<file path="src/sv/sbpp_pkg.sv">
// Shared constants and types of the servo bus packet parser.
// No dependencies; the top, framer and emitter refer to it by scoped names.
package sbpp_pkg;

  localparam int unsigned MAX_PARAMS = 32;

  localparam logic [7:0] HEADER_BYTE = 8'hFF;
  localparam logic [7:0] LENGTH_BIAS = 8'd2;

  // Start of a result burst, from the framer to the emitter.
  typedef struct packed {
    logic       start;
    logic       empty;
    logic [7:0] id;
    logic [7:0] instr;
    logic [7:0] count;
  } burst_req_t;

endpackage

</file>
<file path="src/sv/sbpp_if.sv">
// Request channels of the servo bus packet parser: received bytes in,
// parsed results out. Valid/ready handshake; no package dependency.
interface sbpp_byte_if;
  logic       valid;
  logic       ready;
  logic [7:0] rx_byte;

  modport source (output valid, output rx_byte, input ready);
  modport sink   (input valid, input rx_byte, output ready);
endinterface

interface sbpp_result_if;
  logic       valid;
  logic       ready;
  logic [7:0] packet_id;
  logic [7:0] instruction_code;
  logic [5:0] param_count;
  logic [4:0] param_index;
  logic [7:0] param_byte;
  logic       has_param;
  logic       last;

  modport source (
    output valid, output packet_id, output instruction_code, output param_count,
    output param_index, output param_byte, output has_param, output last,
    input ready
  );
  modport sink (
    input valid, input packet_id, input instruction_code, input param_count,
    input param_index, input param_byte, input has_param, input last,
    output ready
  );
endinterface

</file>
<file path="src/sv/servo_bus_packet_parser.sv">
// Servo bus packet parser: one received byte per request in, one result per
// parameter out, one for a packet with no parameters. Bytes are taken one per
// cycle while no burst is out. A good packet's first result follows its
// checksum byte via the sequencer's read and show states (show only with no
// parameters); later ones pass the read state again for the registered RAM read.
// Reset clears framer and sequencer control, not the RAM or held id/instr/count.
module servo_bus_packet_parser #(
  parameter int unsigned MaxParams = sbpp_pkg::MAX_PARAMS,
  localparam int unsigned AddrW = (MaxParams > 1) ? $clog2(MaxParams) : 1
) (
  input  logic          clk_i,
  input  logic          rst_ni,
  sbpp_byte_if.sink     req_i,
  sbpp_result_if.source rsp_o
);

  sbpp_pkg::burst_req_t burst;
  logic                 busy;
  logic                 we;
  logic [AddrW-1:0]     waddr;
  logic [7:0]           wdata;
  logic [AddrW-1:0]     raddr;
  logic [7:0]           rdata;

  sbpp_framer #(.MaxParams(MaxParams)) u_framer (
    .clk_i   (clk_i),
    .rst_ni  (rst_ni),
    .valid_i (req_i.valid),
    .byte_i  (req_i.rx_byte),
    .ready_o (req_i.ready),
    .busy_i  (busy),
    .we_o    (we),
    .waddr_o (waddr),
    .wdata_o (wdata),
    .burst_o (burst)
  );

  sbpp_param_ram #(.Depth(MaxParams)) u_ram (
    .clk_i   (clk_i),
    .we_i    (we),
    .waddr_i (waddr),
    .wdata_i (wdata),
    .raddr_i (raddr),
    .rdata_o (rdata)
  );

  sbpp_emitter #(.MaxParams(MaxParams)) u_emitter (
    .clk_i              (clk_i),
    .rst_ni             (rst_ni),
    .burst_i            (burst),
    .busy_o             (busy),
    .raddr_o            (raddr),
    .rdata_i            (rdata),
    .valid_o            (rsp_o.valid),
    .ready_i            (rsp_o.ready),
    .packet_id_o        (rsp_o.packet_id),
    .instruction_code_o (rsp_o.instruction_code),
    .param_count_o      (rsp_o.param_count),
    .param_index_o      (rsp_o.param_index),
    .param_byte_o       (rsp_o.param_byte),
    .has_param_o        (rsp_o.has_param),
    .last_o             (rsp_o.last)
  );

endmodule

</file>
<file path="src/sv/sbpp_param_ram.sv">
// Parameter byte store of the packet parser: one write port, one read port,
// read data registered. Depends on nothing.
module sbpp_param_ram #(
  parameter int unsigned Depth = 32,
  localparam int unsigned AddrW = (Depth > 1) ? $clog2(Depth) : 1
) (
  input  logic             clk_i,
  input  logic             we_i,
  input  logic [AddrW-1:0] waddr_i,
  input  logic [7:0]       wdata_i,
  input  logic [AddrW-1:0] raddr_i,
  output logic [7:0]       rdata_o
);

  logic [7:0] mem [Depth];
  logic [7:0] rdata_q;

  always_ff @(posedge clk_i) begin
    if (we_i) begin
      mem[waddr_i] <= wdata_i;
    end
  end

  always_ff @(posedge clk_i) begin
    rdata_q <= mem[raddr_i];
  end

  assign rdata_o = rdata_q;

endmodule

</file>
<file path="src/sv/sbpp_framer.sv">
// Byte framing of the packet parser: header hunt, id, length, instruction,
// parameter writes into the store, checksum check. Uses sbpp_pkg.
module sbpp_framer #(
  parameter int unsigned MaxParams = sbpp_pkg::MAX_PARAMS,
  localparam int unsigned AddrW = (MaxParams > 1) ? $clog2(MaxParams) : 1,
  localparam int unsigned CntW  = $clog2(MaxParams + 1)
) (
  input  logic                clk_i,
  input  logic                rst_ni,
  input  logic                valid_i,
  input  logic [7:0]          byte_i,
  output logic                ready_o,
  input  logic                busy_i,
  output logic                we_o,
  output logic [AddrW-1:0]    waddr_o,
  output logic [7:0]          wdata_o,
  output sbpp_pkg::burst_req_t burst_o
);

  typedef enum logic [5:0] {
    ST_HDR0  = 6'b000001,
    ST_HDR1  = 6'b000010,
    ST_ID    = 6'b000100,
    ST_LEN   = 6'b001000,
    ST_INSTR = 6'b010000,
    ST_BODY  = 6'b100000
  } frame_state_e;

  frame_state_e    state_q, state_d;
  logic [CntW-1:0] idx_q, idx_d;
  logic [7:0]      id_q, id_d;
  logic [7:0]      expected_q, expected_d;
  logic [7:0]      instr_q, instr_d;
  logic [7:0]      sum_q, sum_d;
  logic            accept;
  logic            body_done;
  logic            sum_ok;

  assign ready_o   = ~busy_i;
  assign accept    = valid_i & ready_o;
  assign body_done = 8'(idx_q) >= expected_q;
  assign sum_ok    = (~sum_q) == byte_i;

  always_comb begin
    state_d    = state_q;
    idx_d      = idx_q;
    id_d       = id_q;
    expected_d = expected_q;
    instr_d    = instr_q;
    sum_d      = sum_q;
    we_o       = 1'b0;
    burst_o    = '{start: 1'b0, empty: (expected_q == 8'd0), id: id_q,
                   instr: instr_q, count: expected_q};
    if (accept) begin
      unique case (state_q)
        ST_HDR0: begin
          if (byte_i == sbpp_pkg::HEADER_BYTE) state_d = ST_HDR1;
        end
        ST_HDR1: begin
          state_d = (byte_i == sbpp_pkg::HEADER_BYTE) ? ST_ID : ST_HDR0;
        end
        ST_ID: begin
          id_d    = byte_i;
          sum_d   = byte_i;
          state_d = ST_LEN;
        end
        ST_LEN: begin
          if (byte_i < sbpp_pkg::LENGTH_BIAS) begin
            state_d = ST_HDR0;
          end else begin
            expected_d = byte_i - sbpp_pkg::LENGTH_BIAS;
            sum_d      = sum_q + byte_i;
            state_d    = ST_INSTR;
          end
        end
        ST_INSTR: begin
          instr_d = byte_i;
          sum_d   = sum_q + byte_i;
          idx_d   = '0;
          state_d = ST_BODY;
        end
        ST_BODY: begin
          priority if (body_done) begin
            burst_o.start = sum_ok;
            state_d       = ST_HDR0;
          end else if (idx_q == CntW'(MaxParams)) begin
            state_d = ST_HDR0;
          end else begin
            we_o  = 1'b1;
            sum_d = sum_q + byte_i;
            idx_d = idx_q + 1'b1;
          end
        end
        default: state_d = ST_HDR0;
      endcase
    end
  end

  assign waddr_o = idx_q[AddrW-1:0];
  assign wdata_o = byte_i;

  always_ff @(posedge clk_i or negedge rst_ni) begin
    if (!rst_ni) begin
      state_q    <= ST_HDR0;
      idx_q      <= '0;
      id_q       <= '0;
      expected_q <= '0;
      instr_q    <= '0;
      sum_q      <= '0;
    end else begin
      state_q    <= state_d;
      idx_q      <= idx_d;
      id_q       <= id_d;
      expected_q <= expected_d;
      instr_q    <= instr_d;
      sum_q      <= sum_d;
    end
  end

  assert property (@(posedge clk_i) disable iff (!rst_ni)
    state_q == ST_BODY |-> idx_q <= CntW'(MaxParams))
    else $error("parameter index beyond store");

  assert property (@(posedge clk_i) disable iff (!rst_ni)
    we_o |-> !busy_i && 8'(idx_q) < expected_q)
    else $error("store write outside packet body");

  assert property (@(posedge clk_i) disable iff (!rst_ni)
    burst_o.start |-> 8'(idx_q) == expected_q && expected_q <= 8'(MaxParams))
    else $error("burst started with wrong parameter count");

endmodule

</file>
<file path="src/sv/sbpp_emitter.sv">
// Result sequencer of the packet parser: reads stored parameters back one
// per result, shown from the store's registered read data. Uses sbpp_pkg.
module sbpp_emitter #(
  parameter int unsigned MaxParams = sbpp_pkg::MAX_PARAMS,
  localparam int unsigned AddrW = (MaxParams > 1) ? $clog2(MaxParams) : 1
) (
  input  logic                 clk_i,
  input  logic                 rst_ni,
  input  sbpp_pkg::burst_req_t burst_i,
  output logic                 busy_o,
  output logic [AddrW-1:0]     raddr_o,
  input  logic [7:0]           rdata_i,
  output logic                 valid_o,
  input  logic                 ready_i,
  output logic [7:0]           packet_id_o,
  output logic [7:0]           instruction_code_o,
  output logic [5:0]           param_count_o,
  output logic [4:0]           param_index_o,
  output logic [7:0]           param_byte_o,
  output logic                 has_param_o,
  output logic                 last_o
);

  typedef enum logic [2:0] {
    ST_IDLE = 3'b001,
    ST_READ = 3'b010,
    ST_SHOW = 3'b100
  } emit_state_e;

  emit_state_e      state_q, state_d;
  logic [AddrW-1:0] idx_q, idx_d;
  logic             empty_q, empty_d;
  logic [7:0]       id_q, id_d;
  logic [7:0]       instr_q, instr_d;
  logic [7:0]       count_q, count_d;
  logic             is_last;

  assign is_last = empty_q | ((8'(idx_q) + 8'd1) == count_q);

  always_comb begin
    state_d = state_q;
    idx_d   = idx_q;
    empty_d = empty_q;
    id_d    = id_q;
    instr_d = instr_q;
    count_d = count_q;
    unique case (state_q)
      ST_IDLE: begin
        if (burst_i.start) begin
          idx_d   = '0;
          empty_d = burst_i.empty;
          id_d    = burst_i.id;
          instr_d = burst_i.instr;
          count_d = burst_i.count;
          state_d = burst_i.empty ? ST_SHOW : ST_READ;
        end
      end
      ST_READ: state_d = ST_SHOW;
      ST_SHOW: begin
        if (ready_i) begin
          if (is_last) begin
            state_d = ST_IDLE;
          end else begin
            idx_d   = idx_q + 1'b1;
            state_d = ST_READ;
          end
        end
      end
      default: state_d = ST_IDLE;
    endcase
  end

  always_ff @(posedge clk_i or negedge rst_ni) begin
    if (!rst_ni) begin
      state_q <= ST_IDLE;
      idx_q   <= '0;
      empty_q <= 1'b0;
    end else begin
      state_q <= state_d;
      idx_q   <= idx_d;
      empty_q <= empty_d;
    end
  end

  always_ff @(posedge clk_i) begin
    id_q    <= id_d;
    instr_q <= instr_d;
    count_q <= count_d;
  end

  assign busy_o             = state_q != ST_IDLE;
  assign raddr_o            = idx_q;
  assign valid_o            = state_q == ST_SHOW;
  assign packet_id_o        = id_q;
  assign instruction_code_o = instr_q;
  assign param_count_o      = count_q[5:0];
  assign param_index_o      = 5'(idx_q);
  assign param_byte_o       = empty_q ? 8'd0 : rdata_i;
  assign has_param_o        = ~empty_q;
  assign last_o             = is_last;

  assert property (@(posedge clk_i) disable iff (!rst_ni)
    burst_i.start |-> state_q == ST_IDLE)
    else $error("burst request while emitting");

  assert property (@(posedge clk_i) disable iff (!rst_ni)
    valid_o && ready_i && last_o |=> state_q == ST_IDLE)
    else $error("burst did not end after last result");

  assert property (@(posedge clk_i) disable iff (!rst_ni)
    valid_o && has_param_o |-> 8'(idx_q) < count_q)
    else $error("result index beyond parameter count");

endmodule
</file>
<file path="src/flat_wrapper.sv">
// flat-port wrapper written by rule: the top's interface ports become plain ports
module servo_bus_packet_parser_flat 
#(
  parameter int unsigned MaxParams = sbpp_pkg::MAX_PARAMS,
  localparam int unsigned AddrW = (MaxParams > 1) ? $clog2(MaxParams) : 1
)
  (clk_i, rst_ni, req_i_valid, req_i_rx_byte, req_i_ready, rsp_o_valid, rsp_o_packet_id, rsp_o_instruction_code, rsp_o_param_count, rsp_o_param_index, rsp_o_param_byte, rsp_o_has_param, rsp_o_last, rsp_o_ready);
  sbpp_byte_if req_i_i ();
  sbpp_result_if rsp_o_i ();
  input  logic clk_i;
  input  logic rst_ni;
  input wire logic [$bits(req_i_i.valid)-1:0] req_i_valid;
  input wire logic [$bits(req_i_i.rx_byte)-1:0] req_i_rx_byte;
  output wire logic [$bits(req_i_i.ready)-1:0] req_i_ready;
  output wire logic [$bits(rsp_o_i.valid)-1:0] rsp_o_valid;
  output wire logic [$bits(rsp_o_i.packet_id)-1:0] rsp_o_packet_id;
  output wire logic [$bits(rsp_o_i.instruction_code)-1:0] rsp_o_instruction_code;
  output wire logic [$bits(rsp_o_i.param_count)-1:0] rsp_o_param_count;
  output wire logic [$bits(rsp_o_i.param_index)-1:0] rsp_o_param_index;
  output wire logic [$bits(rsp_o_i.param_byte)-1:0] rsp_o_param_byte;
  output wire logic [$bits(rsp_o_i.has_param)-1:0] rsp_o_has_param;
  output wire logic [$bits(rsp_o_i.last)-1:0] rsp_o_last;
  input wire logic [$bits(rsp_o_i.ready)-1:0] rsp_o_ready;
  assign req_i_i.valid = req_i_valid;
  assign req_i_i.rx_byte = req_i_rx_byte;
  assign req_i_ready = req_i_i.ready;
  assign rsp_o_valid = rsp_o_i.valid;
  assign rsp_o_packet_id = rsp_o_i.packet_id;
  assign rsp_o_instruction_code = rsp_o_i.instruction_code;
  assign rsp_o_param_count = rsp_o_i.param_count;
  assign rsp_o_param_index = rsp_o_i.param_index;
  assign rsp_o_param_byte = rsp_o_i.param_byte;
  assign rsp_o_has_param = rsp_o_i.has_param;
  assign rsp_o_last = rsp_o_i.last;
  assign rsp_o_i.ready = rsp_o_ready;
  servo_bus_packet_parser #(.MaxParams(MaxParams)) u_core (.clk_i(clk_i), .rst_ni(rst_ni), .req_i(req_i_i), .rsp_o(rsp_o_i));
endmodule
</file>
<file path="config.mk">
export PLATFORM = sky130hd
export DESIGN_NAME = servo_bus_packet_parser_flat
export DESIGN_NICKNAME = d
export VERILOG_FILES = /design/src/sv/sbpp_pkg.sv /design/src/sv/sbpp_if.sv /design/src/sv/servo_bus_packet_parser.sv /design/src/sv/sbpp_param_ram.sv /design/src/sv/sbpp_framer.sv /design/src/sv/sbpp_emitter.sv /design/src/flat_wrapper.sv
export SDC_FILE = /design/constraint.sdc
export NUM_CORES = 1
export LEC_CHECK = 0
export ABC_AREA = 1
export ABC_CLOCK_PERIOD_IN_PS = 2900
export BUFFER_PORTS_ARGS = -buffer_cell sky130_fd_sc_hd__buf_2
export CAP_MARGIN = 30
export CORE_MARGIN = 1.5
export CORE_UTILIZATION = 30
export CTS_BUF_LIST = sky130_fd_sc_hd__clkbuf_8
export DETAILED_ROUTE_END_ITERATION = 12
export PLACE_DENSITY = 0.55
export RECOVER_POWER = 50
export SYNTH_ARGS = -nofsm -noshare
export SYNTH_HDL_FRONTEND = slang
export SYNTH_SLANG_ARGS = --single-unit
</file>
<file path="constraint.sdc">
create_clock -name clk_i -period 2.9 [get_ports clk_i]
set_clock_uncertainty 0.2 [all_clocks]
set_input_delay 0.29 -clock clk_i [delete_from_list [all_inputs] [get_ports clk_i]]
set_output_delay 0.29 -clock clk_i [all_outputs]
set_load 0.01 [all_outputs]
</file>
==> impl.org, run 1 <==
** Critical path
- Destination of the worst register-to-register timing path :: u_core.u_ram.mem[24][5]
- STA classifies the critical path endpoint as a primary output.
- By startpoint and endpoint, the worst setup path is classified as reg2out.
- STA classifies the critical path startpoint as a flip-flop.
- At the worst endpoint, the arrival time is 2.23 ns.
- Critical path fanouts, max :: 7
- The worst register-to-register path begins at u_core.u_framer.idx_q[3].
- The worst register-to-register path has a depth of 11.
- Required time at the endpoint of the critical path :: 2.41 ns
- For flop-to-flop paths, the worst setup slack is 0.26 ns.

** Timing
- Total setup violations reported at the end of the flow :: 0
- Post-route minimum period :: 2.724 ns
- Unrepaired setup endpoints after global routing :: no
- The hold violation count in the final report was 0.
- For the pin with the worst max-slew slack, the measured transition is 1.625 ns.
- Number of pins with negative max-slew slack in the final report :: 30
- Derived from the worst setup path, the maximum achievable clock frequency is 367.1 MHz.
- The worst pin sits at a relative slew slack of -0.08341.
- Final worst-path cycle share :: 0.9394
- Setup_tns :: 0 ns

** Synth
- Synthesized flop and latch total :: 341
- The number of nets in the synthesized netlist is 1,294.
- The synthesized netlist occupies a cell area of 0.01454 mm2.
- Of the total synthesized cell area, the portion taken by XOR and XNOR cells is 0.006626.
- The share of synthesized area in the top cell type comes to 0.5783.
- Of the synthesized area, sequential elements account for 0.6807.
- Synthesis produced 1,262 cells.
- Fraction of the mapped netlist area in simple logic gates :: 0.1377
- Adder-cell area share of the yosys netlist :: 0.01773
- Most area-consuming cells after synthesis :: edfxtp_1, dfrtp_1, nand2_1, o21ai_0, nor2_1
- By area, the combinational part of the netlist is dominated by simple AND/OR/NAND/NOR gates.
- Yosys printed 0 warnings.
- Number of synthesized flops with an enable pin :: 280
- Library cells used by synthesis :: 45
- Share of synthesized area spent on multiplexers :: 0.02203
- For this run, asynchronously set or reset flops after synthesis account for 0.1554.
- Mean instance size in the synthesized netlist :: 11.52 um2
- The largest total area in the synthesized netlist belongs to edfxtp_1.
- In the synthesized netlist the dominant register cell turns out to be edfxtp_1.
- Post-synthesis compound-gate area fraction :: 0.09233

** Drt
- The first detailed-routing pass ran for 5 iterations.
- After the first detailed-routing iteration, the DRC count stood at 1,012.
- In the routed design, unresolved DRC markers number 0.
- Total wirelength of the detailed-routed design :: 39,420 um
- Using the TritonRoute via totals, the vias-per-cell ratio works out to 4.774.
- The detail route stage leaves a number of antenna-violating nets equal to 0.
- Mean routed wirelength per cell :: 19.27 um
- Summing over every cut layer, the via total after detailed routing is 9,768.

** Global routing
- The first global-routing pass estimated 58,770 um of wire.
- Entering global routing, the biggest net connects 99 pins.
- The via count of the first global-routing pass is 9,763.
- Global route total overflow :: 0
- The initial antenna violation count came to 1.
- Global routing usage summed across all routing layers :: 0.1574

** Power
- VDD sags by at most 0.2859 mV.
- Power spread over the standard cell area amounts to 645.1 mW/mm2.
- Power comes to 10.98 mW.
- Static Leak :: 6.491 nW

** Cells and area
- Top library cells by usage in the layout, fill and taps aside :: edfxtp_1, nand2_1, nor2_1
- The count of cells in the finished layout, fillers not included, comes to 2,046.
- In the final layout, the multi-input gates occupy 0.004026 mm2.
- The net count of the finished layout is 1,415.
- Number of fillers in the final layout :: 4,647
- The sequential cells in the finished layout cover a total of 0.009903 mm2.
- Area growth from synthesis to layout :: 17.11%
- Leaving out fill and tap cells, the most frequent cell in the layout is edfxtp_1.
- In the final layout, the share of cells above drive strength 1 is 0.1413.

** Worst hold path
- Beginning of the worst hold path :: req_i_valid
- Along the worst hold path, the cell count comes to 5.
- The worst hold path terminates at u_core.u_emitter.empty_q.
- Hold crit path type :: in2reg

** Clock network
- The H-tree generated during clock tree synthesis spans 2 levels.
- Number of buffers created by CTS :: 56
- The number of setup buffers added after CTS is 0.
- TritonCTS clock tree :: built
- CTS saw 341 sinks.
- Buffer cell driving the clock tree root :: clkbuf_8
- Worst-Skew Late Latency :: 0.64 ns
- The clock passes through at most 3 buffers.
- Reg clk slew, reported paths :: 0.06 ns

** Die
- The initial utilization of the core area, before any placement, comes to 0.3045.
- Site Rows :: 80
- Vert. Die Dim :: 223.2 um
- 51 I/O pins were placed.
- The floorplan step set the die width to 223.2 um.
- Die outline area :: 0.04980 mm2
- After floorplanning, the core was sized to cover 0.04775 mm2.

** Place
- In this run, placement finished with an instance count of 1,929.
- Final estimated routing congestion in global placement :: 0.8429
- Summed over all nets, the half-perimeter wirelength after detailed placement is 25,120 um.
- In this run the tool buffered the top-level ports with 50 buffer cells.

** Run status
- The run finished, with violations left.
- The checks that failed: capacitance limit, slew limit.

** Run
- Max-cap viol count :: 1
-- cells in the mapped netlist, drive strengths merged (16+ instances only) --
library cell  number
o211ai            16
inv               80
nand2            258
edfxtp           280
o22ai             32
clkbuf            23
a21oi             59
nor2             143
o21ai            126
ha                19
dfrtp             51
nand3             43
mux2i             32
buf               39
-- area by class of cell --
class	instances	area share
Sequential cell	341	0.5816
Multi-Input combinational cell	778	0.2365
Clock buffer	65	0.05254
Timing Repair Buffer	125	0.04901
Tap cell	615	0.04519
Inverter	81	0.01786
Clock inverter	40	0.01719
Antenna cell	1	0.0001470
-- worst max path at each step --
stage / startpoint / to / slack [ns]
2_1_floorplan: u_core.u_framer.idx_q[0] / u_core.u_ram.mem[28][0] / 0.48
3_3_place_gp: u_core.u_framer.idx_q[3] / u_core.u_ram.mem[0][6] / 0.31
3_5_place_dp: u_core.u_framer.idx_q[0] / u_core.u_ram.mem[0][1] / 0.26
4_1_cts: u_core.u_emitter.param_index_o[1] / rsp_o_last / 0.009
5_1_grt: u_core.u_emitter.param_index_o[1] / rsp_o_last / 0.003
6_report: u_core.u_emitter.param_index_o[1] / rsp_o_last / 0.18
-- stage by stage --
stage | area, um2 | worst slack (ns) | hold WS (ns) | util
2_1_floorplan | 14540 | 0.4836 | -0.2056 | -
3_3_place_gp | 15780 | 0.3139 | 0.1728 | 0.3304
3_5_place_dp | 15780 | 0.2552 | 0.1691 | 0.3304
4_1_cts | 17070 | 0.008774 | 0.007496 | 0.3575
5_1_grt | 17030 | 0.003499 | 0.2108 | 0.3566
6_report | 17030 | 0.1758 | 0.2049 | 0.3566
-- power by group --
| group | leakage [nW] | total (mW) | switching (mW) | internal [mW] |
|---|---|---|---|---|
| Clock | 0.682 | 4.38 | 1.96 | 2.42 |
| Sequential | 3.27 | 5.40 | 0.0355 | 5.36 |
| Combinational | 2.53 | 1.21 | 0.852 | 0.357 |
-- cells by family (layout without fill, tap and decap cells) --
group / after synthesis / after routing
xor gates and xnor gates: 11 / 11
muxes: 32 / 32
DFF: 341 / 341
buffers and inverters: 143 / 311
adders and majority gates: 20 / 20
AOI/OAI and AO/OA: 246 / 246
and+or+nand+nor: 469 / 469
other: 0 / 1
-- critical path: stages, from the launching register on --
cell and delay (ns):
dfrtp_2 0.51, ha_1 0.36, inv_1 0.05, nand2_1 0.05, nand3_1 0.06, nor2_1 0.09, nand3_1 0.07, nor2_1 0.08
nand3_1 0.10, nand2_1 0.09, buf_2 0.13
-- flip-flops by register name, summed over array words and instances, names as in the netlist --
name	flops
u_core.u_framer.state_q	6
u_core.u_framer.sum_q	8
u_core.u_emitter.state_q	3
u_core.u_emitter.count_q	8
u_core.u_framer.instr_q	8
u_core.u_ram.mem	256
u_core.u_emitter.packet_id_o	8
u_core.u_emitter.empty_q	1
u_core.u_ram.rdata_o	8
u_core.u_framer.id_q	8
u_core.u_framer.idx_q	6
u_core.u_emitter.instruction_code_o	8
u_core.u_emitter.param_index_o	5
u_core.u_framer.expected_q	8
-- per-layer routing --
metal / GRT usage / vias to the layer above / part of all wire
met2: 0.2539 / 286 / 0.47
met5: 0 / - / 0
li1: - / 4667 / -
met4: 0.05771 / 0 / 0.028
met3: 0.02937 / 63 / 0.063
met1: 0.2112 / 4752 / 0.44
-- repair_timing --
item | 4_1_cts | 5_1_grt
gates resized for setup | 1 | 3
pin swaps | 0 | 0
gates cloned | 0 | 1
hold endpoints to repair | 72 | 0
setup endpoints to repair | 1 | 1
hold buffers | 10 | 0
(Power assumes the default switching activity.)
==> run 2, diff against run 1 <==
--- a/config.mk
+++ b/config.mk
@@ -6,14 +6,14 @@
 export NUM_CORES = 1
 export LEC_CHECK = 0
 export ABC_AREA = 1
-export ABC_CLOCK_PERIOD_IN_PS = 2900
+export ABC_CLOCK_PERIOD_IN_PS = 2500
 export BUFFER_PORTS_ARGS = -buffer_cell sky130_fd_sc_hd__buf_2
 export CAP_MARGIN = 30
 export CORE_MARGIN = 1.5
 export CORE_UTILIZATION = 30
 export CTS_BUF_LIST = sky130_fd_sc_hd__clkbuf_8
 export DETAILED_ROUTE_END_ITERATION = 12
-export PLACE_DENSITY = 0.55
+export PLACE_DENSITY = 0.56
 export RECOVER_POWER = 50
 export SYNTH_ARGS = -nofsm -noshare
 export SYNTH_HDL_FRONTEND = slang
==> constraint.sdc (replaced) <==
create_clock -name clk_i -period 2.5 [get_ports clk_i]
set_clock_uncertainty 0.2 [all_clocks]
set_input_delay 0.25 -clock clk_i [delete_from_list [all_inputs] [get_ports clk_i]]
set_output_delay 0.25 -clock clk_i [all_outputs]
set_load 0.01 [all_outputs]
==> run 2 against run 1 <==
Against the previous run: the flow finishes with violations (capacitance limit, slew limit, setup timing); via count up 2.2%; count of clock-buffer cells in the layout down 4; largest cell class unchanged; global-route usage down 0.14 points; cell count up 1.9%; flip-flop and latch count unchanged; worst hold slack worse by 0.076 ns; combinational power up 21%; routed wire length down 0.79%; clock power up 4%; highest routed layer unchanged.
==> impl.org, run 2 (synthesis gave the netlist of run 1 again) <==
** Place
- DPL Wire Length :: 24,830 um (-1.2%)
- Final estimated routing congestion in global placement :: 0.8189 (-2.8%)
- The number of input and output port buffers inserted was 50 (unchanged).
- Placed instance area :: 0.01598 mm2 (+1.3%)

** Run
- The number of maximum-capacitance violations was 1 (unchanged).

** Die
- Die outline area :: 0.04980 mm2 (unchanged)
- Site Rows :: 80 (unchanged)
- Die width :: 223.2 um (unchanged)
- IO Count :: 51 (unchanged)
- Initial core utilization :: 0.3045 (unchanged)
- Vert. Die Dim :: 223.2 um (unchanged)
- The floorplan core area was 0.04775 mm2 (unchanged).

** Cells and area
- The final cell area excluding filler cells came to 0.01757 mm2 (+3.2%).
- Top library cells by usage in the layout, fill and taps aside :: edfxtp_1, nand2_1, o21ai_0
- Fin util :: 0.3680 (+0.01137)
- The flip-flop count of the largest register after layout came to 256 (unchanged).
- Relative to the synthesized area, the layout overhead comes to 20.84%.
- The library cell used most frequently in the layout, excluding fill and tap cells, is edfxtp_1.
- The register with the most flip-flops in the final layout is u_core.u_ram.mem.
- The number of nets in the final layout came to 1,456 (+2.9%).
- The share of cells above drive strength 1 was 0.1899 (+0.04867).
- Antenna Cells :: 0 (-1)

** Power
- The combinational share of power was 0.120 (+0.010).
- Reported net switching power :: 3.225 mW (+13%)
- Switching share of power :: 0.2624 (+0.003018)
- The leakage power figure came to 6.693 nW (+3.1%).
- PD cells :: 699.5 mW/mm2 (+8.4%)
- Worst-case vdd ir drop :: 0.2801 mV (-2.0%)
- The portion of total power attributed to the clock network came to 0.371 (-0.028).
- Sequential Power Share :: 0.510 (+0.019)
- The internal power of the cells came to 9.065 mW (+11%).

** Clock network
- The number of CTS-inserted buffers was 57 (+1.8%).
- In this run the clock root is driven by a clkbuf_8.
- TritonCTS clock tree :: built
- Maximum level of the CTS H-tree :: 2 (unchanged)
- # clock sinks :: 341 (unchanged)
- The clock transition time at the flip-flop clock pins of the worst setup and hold paths was 0.06 ns (about the same).
- The buffer levels on the longest clock path is 3 (unchanged).
- The source-to-sink clock delay at the later pin of the worst-skew pair came to 0.64 ns (about the same).

** Timing
- The slew at the pin with the worst max-slew slack is 1.985 ns (+0.3602 ns).
- Number of pins with negative max-slew slack in the final report :: 33 (+10%)
- Post-route minimum period :: 2.609 ns
- Total setup violations reported at the end of the flow :: 1 (+1)
- The post-layout worst setup margin is -0.1088 ns (-0.2846 ns).
- Unrepaired setup endpoints after global routing :: yes
- The relative max-transition margin was -0.3235 (-0.2401).
- Hold violation total from the final report :: 0 (unchanged)
- Of the available clock period, the critical path in the final layout requires 1.044.
- Static timing analysis puts the maximum clock frequency at 383.3 MHz.

** Worst hold path
- Hold crit path type :: in2reg

** Critical path
- The reg-to-reg setup timing slack came to 0.08 ns (-0.18 ns).
- The worst setup path is of the reg2out kind.
- STA classifies the critical path startpoint as a flip-flop.
- Crit path arrival time :: 2.16 ns (-0.07 ns)
- The maximum fanout along the worst path was 37 (+30).
- The worst setup path is captured at a primary output.
- The required time at the worst-slack endpoint is 2.05 ns (-0.36 ns).

** Drt
- Residual antenna-violating net count after detailed routing :: 0 (unchanged)
- Mean routed wirelength per cell :: 18.77 um (-2.6%)
- Vias per Instance :: 4.788 (+0.30%)
- The violation count after the first detailed-routing iteration was 895 (-12%).
- Overall via count from detail_route :: 9,979 (+2.2%)
- The DRC violation count after routing came to 0 (unchanged).
- Total wirelength of the detailed-routed design :: 39,110 um (-0.79%)
- The number of detailed-routing iterations run before antenna repair came to 6 (+1).

** Global routing
- The overall fraction of global-route tracks in use is 0.1560 (-0.001377).
- The largest net degree at the start of global routing is 60 (-39%).
- Initial antenna violation count :: 0 (-1)
- The via count of the first global-routing pass was 9,790 (+0.28%).
- The remaining global-route overflow was 0 (unchanged).
- First-pass GRT wire length :: 58,820 um (about the same)

** Run status
- The run finished, with violations left.
- The final reports fail on capacitance limit, slew limit, setup timing.
run 2: changes by cell type in the layout (fill, tap and decap cells not counted), moves of 10 or more:
cell	delta
nor2_1	-23
buf_6	+17
buf_4	+13
nor2_4	+12
buf_2	+11
nor2_2	+11
clkbuf_1	-10
run 2: worst max-delay path, stage by stage, from the launching register on:
cell and delay (ns):
dfrtp_4 0.49, buf_4 0.15, buf_16 0.20, nand4_1 0.16, a21oi_1 0.16, nor2_1 0.05, nand3_1 0.11, nand2_1 0.07
buf_2 0.15
run 2: through the flow:
stage | total power, mW | instances | worst slack (ns) | TNS (ns) | hold slack, ns
after global placement | 7.733 | 1955 | 0.02514 | 0 | -0.05823
after global routing | 12.79 | 2084 | -0.2971 | -7.090 | 0.1678
after floorplan | 7.259 | 1262 | 0.08363 | 0 | -0.2456
after detailed placement | 7.743 | 1955 | 0.02010 | 0 | -0.04866
after CTS | 12.42 | 2073 | -0.1954 | -0.2035 | 0.03009
final | 12.29 | 2084 | -0.1088 | -0.1088 | 0.1288
run 2: path summary, 6_finish.rpt:
check,startpoint,endpoint,depth (start not counted)
max reg2reg,u_core.u_framer.expected_q[3],u_core.u_ram.mem[16][7],14
min reg2reg,u_core.u_framer.id_q[3],u_core.u_emitter.packet_id_o[3],0
max,u_core.u_emitter.param_index_o[0],rsp_o_last,8
min in group asynchronous,rst_ni,u_core.u_emitter.state_q[0],3
max in group asynchronous,rst_ni,u_core.u_framer.expected_q[0],4
min,req_i_rx_byte[2],u_core.u_framer.instr_q[2],5
run 2: cell type report:
cell class                 instances  area [um2]
fill                            4642       30180
sequential                       341        9903
multi-input combinational        778        4272
timing repair buffer             165        1274
clock buffer                      61       839.6
tap                              615       769.5
inverter                          81       306.5
clock inverter                    43       206.4
run 2: metal layers:
layer | track usage | vias to the layer above | wire (um)
met2 | 0.2532 | 319 | 18440
li1 | - | 4758 | -
met1 | 0.2070 | 4827 | 17240
met3 | 0.02858 | 75 | 2236
met4 | 0.06079 | 0 | 1188
met5 | 0 | - | 0
run 2: what timing repair did:
action | CTS | global route
setup buffers | 1 | 11
hold buffers | 11 | 0
endpoints found under the setup margin | 76 | 257
hold endpoints to repair | 80 | 0
pin swaps | 1 | 17
gates cloned | 2 | 0
gates resized for setup | 12 | 76
run 2: power groups by stage:
stage               clock network, mW  logic, mW  registers (mW)
finish                           4.55       1.47            6.26
floorplan                           0      0.901            6.36
global route                     4.90       1.62            6.27
global placement                    0       1.36            6.37
detailed placement                  0       1.37            6.37
CTS                              4.67       1.48            6.26
==> run 3, diff against run 2 <==
--- a/config.mk
+++ b/config.mk
@@ -17,4 +17,5 @@
 export RECOVER_POWER = 50
 export SYNTH_ARGS = -nofsm -noshare
 export SYNTH_HDL_FRONTEND = slang
+export SYNTH_HIERARCHICAL = 1
 export SYNTH_SLANG_ARGS = --single-unit
==> run 3 against run 2 <==
Against the previous run: the run ends with setup timing left; clock power is 5.3% higher; synthesized cell count up 16%; flip-flop and latch count unchanged; sequential share of layout area down 2.5 points; die area increased by 4.9%; global-route usage shrank 0.41 points; design area up 4.6%; combinational power is 25% lower; count of clock-buffer cells in the layout decreased by 8.
==> impl.org, run 3 <==
** Drt
- The average wire per cell in the routed design came to 17.15 um (-8.6%).
- Remaining DRCs :: 0 (unchanged)
- Residual antenna-violating net count after detailed routing :: 0 (unchanged)
- The number of detailed-routing iterations run before antenna repair was 8 (+2).
- Vias per Instance :: 4.678 (-2.3%)
- Overall via count from detail_route :: 10.88k (+9.0%)
- Detailed router's first-iteration violation count :: 963 (+7.6%)
- Total wirelength of the detailed-routed design :: 39,880 um (+2.0%)

** Synth
- Synthesized Nets :: 1,499 (+16%)
- Most area-consuming cells after synthesis :: edfxtp_1, nand2_1, dfrtp_1, nand3_1, inv_1
- Synthesis warning total :: 6 (+6)
- Synthesized flop and latch total :: 341 (unchanged)
- The fraction of synthesis flops using an asynchronous set or reset pin was 0.1554 (unchanged).
- Post-synthesis cell count :: 1,469 (+16%)
- The share of synthesized area occupied by flip-flops and latches was 0.6484 (-0.03225).
- The number of synthesized flops with an enable pin was 280 (unchanged).
- The summed instance area of the synthesized netlist is 0.01526 mm2 (+5.0%).
- Most used standard cells in the synthesized netlist :: nand2_1, edfxtp_1, nand3_1, inv_1, nor2_1
- Leading area contributor after synthesis :: edfxtp_1
- Most used standard cell by instance count after synthesis :: nand2_1
- Mean instance size in the synthesized netlist :: 10.39 um2 (-9.8%)
- Area share of the largest cell type after synthesis :: 0.5509 (-0.02740)
- The number of distinct library cells after synthesis came to 39 (-13%).
- For this run, the leading register cell type out of synthesis is edfxtp_1.

** Die
- Die outline area :: 0.05224 mm2 (+4.9%)
- Core area :: 0.05017 mm2 (+5.1%)
- Site Rows :: 82 (+2.5%)
- The chip width came to 228.6 um (+2.4%).
- IO Count :: 51 (unchanged)
- Initial core utilization :: 0.3042 (about the same)
- The die height is 228.6 um (+2.4%).

** Place
- Worst slack, placed :: -0.08687 ns (-0.1070 ns)
- The total half-perimeter wirelength after legalization and detailed placement was 24,520 um (-1.2%).
- The last weighted congestion value of the routability-driven placer is 0.8330 (+1.7%).
- The total cell area at the placement stage came to 0.01645 mm2 (+2.9%).
- Number of input and output port buffers inserted :: 50 (unchanged)

** Power
- Int Power :: 9.117 mW (+0.57%)
- The worst supply voltage drop on vdd is 0.4187 mV (+49%).
- Static Leak :: 7.229 nW (+8.0%)
- The part of the power in registers is 0.515 (+0.005).
- PD cells :: 660.9 mW/mm2 (-5.5%)
- The total power came to 12.14 mW (-1.2%).
- The portion of total power attributed to the clock network was 0.394 (+0.023).
- The switching share of power is 0.2493 (-0.01319).
- The net switching power of the design came to 3.027 mW (-6.2%).
- Combinational group share of total power :: 0.091 (-0.029)

** Clock network
- # clock sinks :: 341 (unchanged)
- The clock transition time at the flip-flop clock pins of the worst setup and hold paths was 0.07 ns (about the same).
- The maximum level of the CTS H-tree came to 2 (unchanged).
- Buffer cell driving the clock tree root :: clkbuf_8
- Number of buffers created by CTS :: 53 (-7.0%)
- CTS max path bufs :: 3 (unchanged)
- Worst-Skew Late Latency :: 0.64 ns (about the same)
- TritonCTS clock tree :: built

** Global routing
- Via count of the first global-routing pass :: 10.82k (+10%)
- The remaining global-route overflow was 0 (unchanged).
- The initial antenna violation count came to 3 (+3).
- The wire length of the first global-routing pass was 61,490 um (+4.5%).
- Global routing usage summed across all routing layers :: 0.1519 (-0.004086)
- Maximum number of pins on one net before global-route repair :: 73 (+22%)

** Timing
- The total negative slack for setup checks is -0.06017 ns (+0.04861 ns).
- The setup violation total in the final timing report came to 1 (unchanged).
- Headroom to the max-slew limit :: 0.2494 (+0.5729)
- The slew at the pin with the worst max-slew slack is 1.126 ns (-0.8594 ns).
- Post-route minimum period :: 2.560 ns (-0.04861 ns)
- The hold violation count in the final report was 0 (unchanged).
- Final worst-path cycle share :: 1.024 (-0.01945)
- Worst Setup Slack, final :: -0.06017 ns (+0.04861 ns)
- The timing-limited maximum frequency came to 390.6 MHz (+1.9%).
- Number of pins with negative max-slew slack in the final report :: 0 (-100%)
- Setup repair after global routing could not meet its margin everywhere.

** Critical path
- Worst-path cell with the longest stage delay :: dfrtp_4
- Traced cell by cell, the critical path runs through ha_4, inv_2, nand2_1, nand3_1, nor2_1, nand4_2, o21bai_4, buf_6.
- The critical path is of the reg2out type.
- The worst register-to-register path begins at u_core/u_framer/expected_q[4].
- The biggest cell delay along the critical path was 0.50 ns (about the same).
- Critical path fanouts, max :: 3 (-92%)
- The number of buffers and inverters on the critical path was 2 (-1).
- The worst setup path is launched from a flip-flop.
- Crit path arrival time :: 2.11 ns (-0.05 ns)
- Reg-to-reg setup timing slack :: 0.07 ns (about the same)
- Grouping stages by cell kind, the critical path spends the most delay in flip-flops.
- Kind of end point of the critical path :: primary output
- The required time at the worst-slack endpoint came to 2.05 ns (about the same).
- The count of cells along the worst register-to-register path was 13 (-1).
- The endpoint identified for the worst register-to-register timing path is u_core/u_ram/mem[6][7].

** Cells and area
- The number of nets in the final layout was 1,637 (+12%).
- Fin util :: 0.3662 (-0.001775)
- The final cell area excluding filler cells came to 0.01837 mm2 (+4.6%).
- The flip-flop count of the largest register after layout was 256 (unchanged).
- The area growth from synthesis to layout is 20.38%.
- More flip-flops sit in one register than any other, and that register is u_core/u_ram/mem.
- Most frequent standard cell in the layout excluding fill and tap cells :: nand2_1
- Top library cells by usage in the layout, fill and taps aside :: nand2_1, edfxtp_1, nand3_1
- Ratio of cells with drive above 1 in the final layout :: 0.1937 (+0.003779)

** Worst hold path
- Hold crit path type :: in2reg
- Beginning of the worst hold path :: req_i_valid
- Worst-case hold path end point :: u_core/u_framer/sum_q[2]
- The worst hold path depth is 7 (+2).

** Run
- The number of maximum-capacitance violations is 0 (-1).

** Run status
- Status :: complete, but fails checks
- The final reports fail on setup timing.
==> run 3: how the worst max path moves through the flow <==
| stage | start | endpoint | slack [ns] | cells past startpoint |
|---|---|---|---|---|
| 6_report | u_core/u_emitter/param_index_o[0] | rsp_o_last | -0.06 | 8 |
| 5_1_grt | u_core/u_emitter/param_index_o[0] | rsp_o_last | -0.14 | 8 |
| 4_1_cts | u_core/u_emitter/param_index_o[0] | rsp_o_last | -0.13 | 8 |
| 3_5_place_dp | u_core/u_framer/expected_q[5] | u_core/u_ram/mem[8][4] | -0.09 | 13 |
| 3_3_place_gp | u_core/u_framer/expected_q[5] | u_core/u_ram/mem[8][7] | -0.09 | 13 |
| 2_1_floorplan | u_core/u_framer/idx_q[0] | u_core/u_ram/mem[11][0] | -0.03 | 11 |
==> run 3: cells by family after synthesis <==
logic type,synth area share
flops,0.6484
buf+inv,0.06337
fa+ha+maj,0.01525
xor+xnor,0.004590
simple gates,0.2500
compound gates,0.01836
==> run 3: area by class of cell <==
type                            instances  area, um2
Fill cell                            4964      31800
Sequential cell                       341       9903
Multi-Input combinational cell        955       4751
Timing Repair Buffer                  166       1449
Tap cell                              672      840.8
Clock buffer                           53      729.5
Clock inverter                         47      359.1
Inverter                               90      339.1
Antenna cell                            1      2.502
==> run 3: stage by stage <==
| step | cells | hold WS [ns] |
|---|---|---|
| 4_1_cts | 2308 | 0.005422 |
| 3_5_place_dp | 2191 | 0.04017 |
| 5_1_grt | 2325 | 0.1546 |
| 3_3_place_gp | 2191 | 0.02389 |
| 2_1_floorplan | 1469 | -0.2456 |
| 6_report | 2325 | 0.1590 |
==> run 3: power groups by stage <==
stage	logic (mW)	clock network (mW)	registers [mW]
floorplan	0.730	0	6.36
global placement	0.982	0	6.37
detailed placement	0.988	0	6.37
CTS	1.02	4.92	6.25
global route	1.23	5.16	6.25
finish	1.10	4.79	6.25
==> run 3: routing by layer <==
layer	wire length (um)	global-route usage	vias up
li1	-	-	5233
met1	17490	0.2011	5251
met2	19040	0.2526	331
met3	2531	0.02657	59
met4	803	0.04822	2
met5	13	0	-
==> run 3: timing repair <==
| item | 4_1_cts | 5_1_grt |
|---|---|---|
| hold buffers | 11 | 0 |
| cloned | 2 | 2 |
| setup buffers | 4 | 13 |
| pin swaps | 6 | 37 |
| endpoints found under the hold margin | 72 | 0 |
| gates resized for setup | 7 | 126 |
| endpoints found under the setup margin | 178 | 293 |
==> run 3: worst min-delay path: stages <==
cell	delay (ns)
buf_2	0.13
nand2_4	0.07
inv_2	0.03
buf_4	0.12
buf_4	0.19
nand4_1	0.11
nand2_1	0.05
